### src/sv/pli_pkg.sv
// ----------------------------------------------------------------------------
// pli_pkg
// Shared types and constants for the piecewise linear interpolator.
// ----------------------------------------------------------------------------
package pli_pkg;

    localparam int unsigned MAX_POINTS_DEF = 256;
    localparam int unsigned QUEUE_DEPTH    = 2;

    typedef enum logic {
        REQ_LOAD  = 1'b0,
        REQ_QUERY = 1'b1
    } t_req;

    typedef enum logic [2:0] {
        STS_OK     = 3'd0,
        STS_SINGLE = 3'd1,
        STS_EMPTY  = 3'd2,
        STS_ZERO_W = 3'd3,
        STS_SAT    = 3'd4
    } t_status;

    typedef struct packed {
        logic               req_type;
        logic               first_item;
        logic signed [31:0] point_x;
        logic signed [31:0] point_y;
        logic signed [31:0] query_x;
    } t_in_item;

    typedef struct packed {
        logic signed [31:0] out_y;
        logic [2:0]         status;
    } t_out_item;

    typedef struct packed {
        t_req               kind;
        logic               first;
        logic signed [31:0] val_x;
        logic signed [31:0] val_y;
    } t_q_item;

    typedef enum logic [3:0] {
        BK_IDLE,
        BK_ONE_W,
        BK_ONE_C,
        BK_WALK_W,
        BK_WALK_C,
        BK_HI_W,
        BK_HI_C,
        BK_LO_W,
        BK_LO_C,
        BK_MUL,
        BK_DIV,
        BK_FIN,
        BK_OUT
    } t_back_state;

endpackage

### src/sv/pli_front.sv
// ----------------------------------------------------------------------------
// pli_front
// Accepts items, classifies them as load or query and queues them.
// ----------------------------------------------------------------------------
module pli_front (
    input  logic              i_clk,
    input  logic              i_rst_n,
    input  logic              i_in_valid,
    input  pli_pkg::t_in_item i_in_item,
    output logic              o_in_stall,
    output logic              o_q_valid,
    output pli_pkg::t_q_item  o_q_item,
    input  logic              i_q_pop
);

    localparam int unsigned PW = $clog2(pli_pkg::QUEUE_DEPTH);

    pli_pkg::t_q_item r_mem [pli_pkg::QUEUE_DEPTH];
    logic [PW-1:0]    r_wp, n_wp;
    logic [PW-1:0]    r_rp, n_rp;
    logic [PW:0]      r_cnt, n_cnt;
    pli_pkg::t_q_item w_cls;
    logic             w_push;

    always_comb begin
        w_cls.kind  = i_in_item.req_type ? pli_pkg::REQ_QUERY : pli_pkg::REQ_LOAD;
        w_cls.first = i_in_item.first_item;
        w_cls.val_x = i_in_item.req_type ? i_in_item.query_x : i_in_item.point_x;
        w_cls.val_y = i_in_item.point_y;
    end

    assign o_in_stall = (r_cnt == (PW+1)'(pli_pkg::QUEUE_DEPTH));
    assign w_push     = i_in_valid && !o_in_stall;
    assign o_q_valid  = (r_cnt != '0);
    assign o_q_item   = r_mem[r_rp];

    always_comb begin
        n_wp  = w_push ? PW'(r_wp + 1'b1) : r_wp;
        n_rp  = i_q_pop ? PW'(r_rp + 1'b1) : r_rp;
        n_cnt = r_cnt + (PW+1)'(w_push) - (PW+1)'(i_q_pop);
    end

    always_ff @(posedge i_clk) begin
        if (!i_rst_n) begin
            r_wp  <= '0;
            r_rp  <= '0;
            r_cnt <= '0;
        end else begin
            r_wp  <= n_wp;
            r_rp  <= n_rp;
            r_cnt <= n_cnt;
        end
    end

    always_ff @(posedge i_clk) begin
        if (w_push) begin
            r_mem[r_wp] <= w_cls;
        end
    end

endmodule

### config.mk
export PLATFORM = sky130hd
export DESIGN_NAME = pli_front
export DESIGN_NICKNAME = d
export VERILOG_FILES = /design/src/sv/pli_pkg.sv /design/src/sv/pli_front.sv
export SDC_FILE = /design/constraint.sdc
export NUM_CORES = 1
export LEC_CHECK = 0
export ABC_CLOCK_PERIOD_IN_PS = 4300
export BUFFER_PORTS_ARGS = -buffer_cell sky130_fd_sc_hd__clkbuf_2
export CAP_MARGIN = 20
export CORE_MARGIN = 1.5
export CORE_UTILIZATION = 46
export CTS_CLUSTER_DIAMETER = 150
export DETAILED_ROUTE_END_ITERATION = 6
export PLACE_DENSITY = 0.77
export SYNTH_ARGS = -nofsm -noshare
export SYNTH_HDL_FRONTEND = slang
export SYNTH_SLANG_ARGS = --single-unit
### constraint.sdc
create_clock -name i_clk -period 4.3 [get_ports i_clk]
set_input_delay 0.86 -clock i_clk [delete_from_list [all_inputs] [get_ports i_clk]]
set_output_delay 0.86 -clock i_clk [all_outputs]
set_load 0.01 [all_outputs]
==> metrics.cfg, run 1 <==
[outcome]
status = finished, final reports clean

[floorplanning]
num_rows = 39
io_pins = 170
die_x_microns = 113
start_util = 0.478
core_sq_um = 11600
dieArea_sq_um = 12700
die_h_microns = 113

[worst_setup_path]
slowest_stage = dfxtp_4
critPathMaxFanout = 66
worstSetupStartpointType = register
regToRegSetupSlack_ns = 2.18
worst-r2r-cell-count = 4
cp.required_ns = 3.44
crit_path_end_kind = output pin
worst-path-buf-inv = 1
arrival_ns = 2.08
path_delay_family = flip-flops
worst-path-stages = 2
cp_cell_sequence = mux2_2 -> clkbuf_2
max_stage_delay_ns = 1.05
crit_type = register to output pin

[placement]
dp_hpwl_microns = 6440
placed_area_sq_um = 6520
place_congestion = 0.698
portBuffers = 169
place_inst = 571

[drt]
wl_microns = 9640
vias = 2957
viasPerCell = 4.90
post_drt_wl_per_cell_microns = 16.0
drt-initial-drc-count = 128
first_pass_iters = 4
ant_nets = 0
drcViolationCount = 0

[clock_network]
cts-resized-gates = 0
path_clk_slew_ns = 0.05
cts_tree = built
root_buffer = clkbuf_16
clock_latency_ns = 0.41
ctsHoldBuffers = 0
cts_made_buffers = 17
cts.sinks = 137
cts_setup_buffers = 0
cts_max_level = 4
ctsLongestPathBuffers = 2

[final_layout]
final_common_cell = clkbuf_2
diodes = 0
layout.cells.non_filler = 603
most-common-layout-cells = 169 x clkbuf_2, 132 x edfxtp_1, 56 x mux2_2
nNetsFinal = 551
layout-drive-gt1-share = 0.659
fillers = 889
design_area_sq_um = 7190
area_delta_synth_final_pct = 29.6
multi_input_area_sq_um = 1380
regArea_sq_um = 4070

[logic_synthesis]
ys_seq_elements = 137
syn_inst = 267
synth_area_per_cell_sq_um = 20.8
synth_edf_count = 132
yosysUniqueCellTypes = 20
synth_seq_area_share = 0.732
netlist_area_sq_um = 5550
yosysWarnings = 0
ys.flop_type = edfxtp_1
async_reset_ff_frac = 0
synth_nets = 371

[timing]
fin_tns_setup_ns = 0
finalHoldViolCount = 0
setup_viol = 0
finalMaxSlewViolations = 0
worst_slew_pin_slew_ns = 1.09
rsz0062_at_grt = no
max-slew-margin-rel = 0.275
finalCritPeriodShare = 0.683
skew_ns = 0.00491
period_needed_ns = 2.94
fmax_ghz = 0.340

[global_route]
grt_usage = 0.157
grt_pass1_vias = 3046
grt_max_degree = 67
grt_pass1_wl_microns = 14800
antenna_found_initial = 0
grt-ovfl-total = 0

[power]
powerDensity_nw_per_um2 = 534
p_leak_nw = 2.93
ir_drop_mv = 0.352

[hold_path]
hold_class = register to register
holdPathStages = 2

[job]
drv_cap = 0

worst paths after layout:
| path | from | to |
|---|---|---|
| worst max-delay path | register | o_q_item[64] |
| worst min-delay path | r_rp | r_rp |
| worst max register to register | r_cnt[0] | r_mem[0][8] |
| worst min register to register | r_rp | r_rp |
tightest hold or removal path, delay by kind of cell, from the launching register on:
family           cells  cell delay [ns]
flip-flops           1             0.33
XOR/XNOR             1             0.08
AND/OR/NAND/NOR      1             0.07
metrics by stage:
step,hold slack (ns),power [mW],setup WS (ns),util
detailed placement,0.503,2.25,1.72,0.561
floorplan,0.455,2.04,0.0977,-
global route,0.552,3.99,1.25,0.619
global placement,0.495,2.23,1.76,0.561
finish,0.520,3.84,1.36,0.619
CTS,0.527,3.89,1.31,0.619
synthesized netlist by cell type, types with 2 or more instances:
| cell type | instances | area, sq um |
|---|---|---|
| nand2b_1 | 2 | 12.5 |
| dfxtp_1 | 5 | 100 |
| mux2_4 | 40 | 601 |
| edfxtp_1 | 132 | 3960 |
| buf_6 | 8 | 90.1 |
| ha_1 | 2 | 25.0 |
| mux2_1 | 2 | 22.5 |
| nand2_1 | 2 | 7.51 |
| nor2_1 | 4 | 15.0 |
| buf_2 | 2 | 10.0 |
| inv_1 | 3 | 11.3 |
| and2_1 | 2 | 12.5 |
| mux2_2 | 56 | 631 |
logic make-up after synthesis:
| group | share of synthesized area |
|---|---|
| mux | 0.228 |
| flops | 0.732 |
| xor+xnor | 0.00316 |
| buf+inv | 0.0210 |
| simple gates | 0.0117 |
| fa+ha+maj | 0.00451 |
routing by layer:
metal | vias to the layer above | GRT usage | wire, microns
met5 | - | 0 | 0
met3 | 19 | 0.0530 | 566
met1 | 1425 | 0.183 | 3860
met2 | 105 | 0.259 | 4980
met4 | 0 | 0.0817 | 232
li1 | 1408 | - | -
layout make-up:
type / count / area share
inverters: 3 / 0.00157
flip-flops and latches: 137 / 0.565
clock inverters: 14 / 0.0341
repair buffers: 172 / 0.122
clock buffers: 18 / 0.0597
well taps: 143 / 0.0249
multi-input cells: 116 / 0.192
report_power, final:
part | switching [mW] | leakage, nW | internal, mW | total [mW]
Combinational | 0.242 | 1.33 | 0.267 | 0.509
Clock | 0.540 | 0.325 | 1.09 | 1.63
Sequential | 0.0644 | 1.27 | 1.64 | 1.70
Total | 0.847 | 2.93 | 3.00 | 3.84
flip-flops by register name, summed over array words and instances, names as in the netlist, named ones only:
signal and cells:
r_cnt 2, r_mem 132, r_rp 1, r_wp 1
No activity file was read; power rests on OpenSTA's default activity.
==> run 2: changes to the inputs <==
ABC_CLOCK_PERIOD_IN_PS = 2400   (was 4300)
clock period = 2.4 ns   (was 4.3 ns; I/O delays follow)
==> metrics.cfg, run 2 (synthesis gave the netlist of run 1 again) <==
[timing]
fmax_ghz = 0.454
worst_slew_pin_slew_ns = 0.593  ; was 1.09 ns
skew_ns = 0.00641  ; was 0.00491 ns
setup_viol = 0  ; unchanged
fin_tns_setup_ns = 0  ; unchanged
finalCritPeriodShare = 0.919
period_needed_ns = 2.20
finalMaxSlewViolations = 0  ; unchanged
max-slew-margin-rel = 0.605  ; was 0.275
finalHoldViolCount = 0  ; unchanged
hold_slack_ns = 0.260  ; was 0.520 ns
rsz0062_at_grt = no  ; unchanged

[clock_network]
cts_tree = built  ; unchanged
clock_latency_ns = 0.40  ; was 0.41 ns
cts_max_level = 4  ; unchanged
cts_made_buffers = 17  ; unchanged
ctsHoldBuffers = 0  ; unchanged
path_clk_slew_ns = 0.05  ; about the same
cts.sinks = 137  ; unchanged
ctsLongestPathBuffers = 2  ; unchanged
cts_setup_buffers = 0  ; unchanged
cts-resized-gates = 0  ; unchanged
root_buffer = clkbuf_16  ; unchanged

[final_layout]
most-common-layout-cells = 169 x clkbuf_2, 132 x edfxtp_1, 56 x mux2_2  ; unchanged
design_area_sq_um = 7190  ; unchanged
final_common_cell = clkbuf_2  ; unchanged
nNetsFinal = 556  ; was 551
diodes = 0  ; unchanged
regMostFlops = r_mem  ; unchanged
largest_reg_flops = 132  ; unchanged
area_delta_synth_final_pct = 29.6  ; unchanged
layout-drive-gt1-share = 0.656  ; was 0.659
top_regs = r_mem (132), r_cnt (2)  ; unchanged

[global_route]
grt_pass1_wl_microns = 15100  ; was 14800 microns
grt_pass1_vias = 3108  ; was 3046
grt-ovfl-total = 0  ; unchanged
grt_max_degree = 47  ; was 67
grt_usage = 0.159  ; was 0.157
antenna_found_initial = 0  ; unchanged

[worst_setup_path]
r2r_start = r_cnt[0]  ; unchanged
crit_type = register to output pin  ; unchanged
crit_path_end_kind = output pin  ; unchanged
worst-r2r-cell-count = 8  ; was 4
regToRegSetupSlack_ns = 0.69  ; was 2.18 ns
worstSetupStartpointType = register  ; unchanged
rr_endpoint = r_cnt[1]  ; was r_mem[0][8]
critPathMaxFanout = 20  ; was 66
arrival_ns = 1.72  ; was 2.08 ns
cp.required_ns = 1.92  ; was 3.44 ns

[placement]
place_congestion = 0.730  ; was 0.698
dp_hpwl_microns = 6730  ; was 6440 microns
placed_area_sq_um = 6580  ; was 6520 sq um
portBuffers = 169  ; unchanged

[outcome]
status = finished, final reports clean  ; unchanged

[power]
p_int_mw = 5.16  ; was 3.00 mW
power_frac_comb = 0.145  ; was 0.133
p_leak_nw = 2.93  ; about the same
powerDensity_nw_per_um2 = 924  ; was 534 nW/um^2
seqPwrFrac = 0.453  ; was 0.443
power_switching_mw = 1.49  ; was 0.847 mW
p_clk_frac = 0.402  ; was 0.425
power.total_mw = 6.65  ; was 3.84 mW
ir_drop_mv = 0.680  ; was 0.352 mV
switching_share = 0.224  ; was 0.220

[floorplanning]
die_x_microns = 113  ; unchanged
core_sq_um = 11600  ; unchanged
io_pins = 170  ; unchanged
die_h_microns = 113  ; unchanged
num_rows = 39  ; unchanged
start_util = 0.478  ; unchanged
dieArea_sq_um = 12700  ; unchanged

[drt]
ant_nets = 0  ; unchanged
viasPerCell = 4.87  ; was 4.90
drt-initial-drc-count = 131  ; was 128
wl_microns = 9830  ; was 9640 microns
first_pass_iters = 6  ; was 4
post_drt_wl_per_cell_microns = 16.2  ; was 16.0 microns
drcViolationCount = 0  ; unchanged
vias = 2960  ; was 2957

[hold_path]
hold_path_end = r_mem[1][1]  ; was r_rp
holdPathStages = 1  ; was 2
hold_class = primary input to register  ; was register to register
holdCritStartpoint = i_in_item[33]  ; was r_rp

[job]
drv_cap = 0  ; unchanged

run 2: changes by cell type in the layout (fill, tap and decap cells not counted), sizes merged:
cell,delta
clkbuf,+2
clkinv,+1
buf,+5
clkinvlp,+1
inv,-2
bufinv,-2
run 2: power groups by stage:
| stage | Combinational (mW) | Sequential, mW | Clock [mW] |
|---|---|---|---|
| floorplan | 0.619 | 3.03 | 0 |
| CTS | 0.988 | 3.02 | 2.72 |
| global placement | 0.964 | 3.05 | 0 |
| detailed placement | 0.983 | 3.06 | 0 |
| finish | 0.967 | 3.01 | 2.67 |
| global route | 1.05 | 3.03 | 2.83 |
run 2: critical path: stages (launching register included):
cell,delay [ns]
dfxtp_4,0.55
buf_4,0.28
mux2_2,0.35
clkbuf_2,0.13
run 2: area by class of cell:
| cell class | count | area, sq um |
|---|---|---|
| clock buffers | 20 | 437 |
| clock inverters | 12 | 175 |
| fillers | 847 | 4420 |
| inverters | 3 | 11.3 |
| multi-input cells | 116 | 1380 |
| flip-flops and latches | 137 | 4070 |
| well taps | 143 | 179 |
| repair buffers | 177 | 943 |
run 2: layer usage:
metal | track usage | vias up | wire length (microns)
li1 | - | 1414 | -
met1 | 0.178 | 1430 | 3920
met2 | 0.275 | 108 | 5160
met3 | 0.0595 | 8 | 629
met4 | 0.0642 | 0 | 117
met5 | 0 | - | 0
run 2: worst max-delay path by stage:
stage                    start      endpoint  slack, ns  cells after the start
floorplan           i_in_valid   r_mem[0][0]       0.40                      2
global placement      register  o_q_item[53]       0.61                      3
detailed placement    register  o_q_item[53]       0.60                      3
CTS                   register  o_q_item[53]       0.16                      3
global route          register  o_q_item[53]       0.11                      3
finish                register  o_q_item[53]       0.20                      3
run 2: metrics by stage:
stage                     setup slack, ns  instances  utilization
after global placement              0.610        576        0.567
after CTS                           0.159        608        0.619
after detailed placement            0.602        576        0.567
after floorplan                     0.404        267            -
after global routing                0.109        608        0.619
final                               0.195        608        0.619
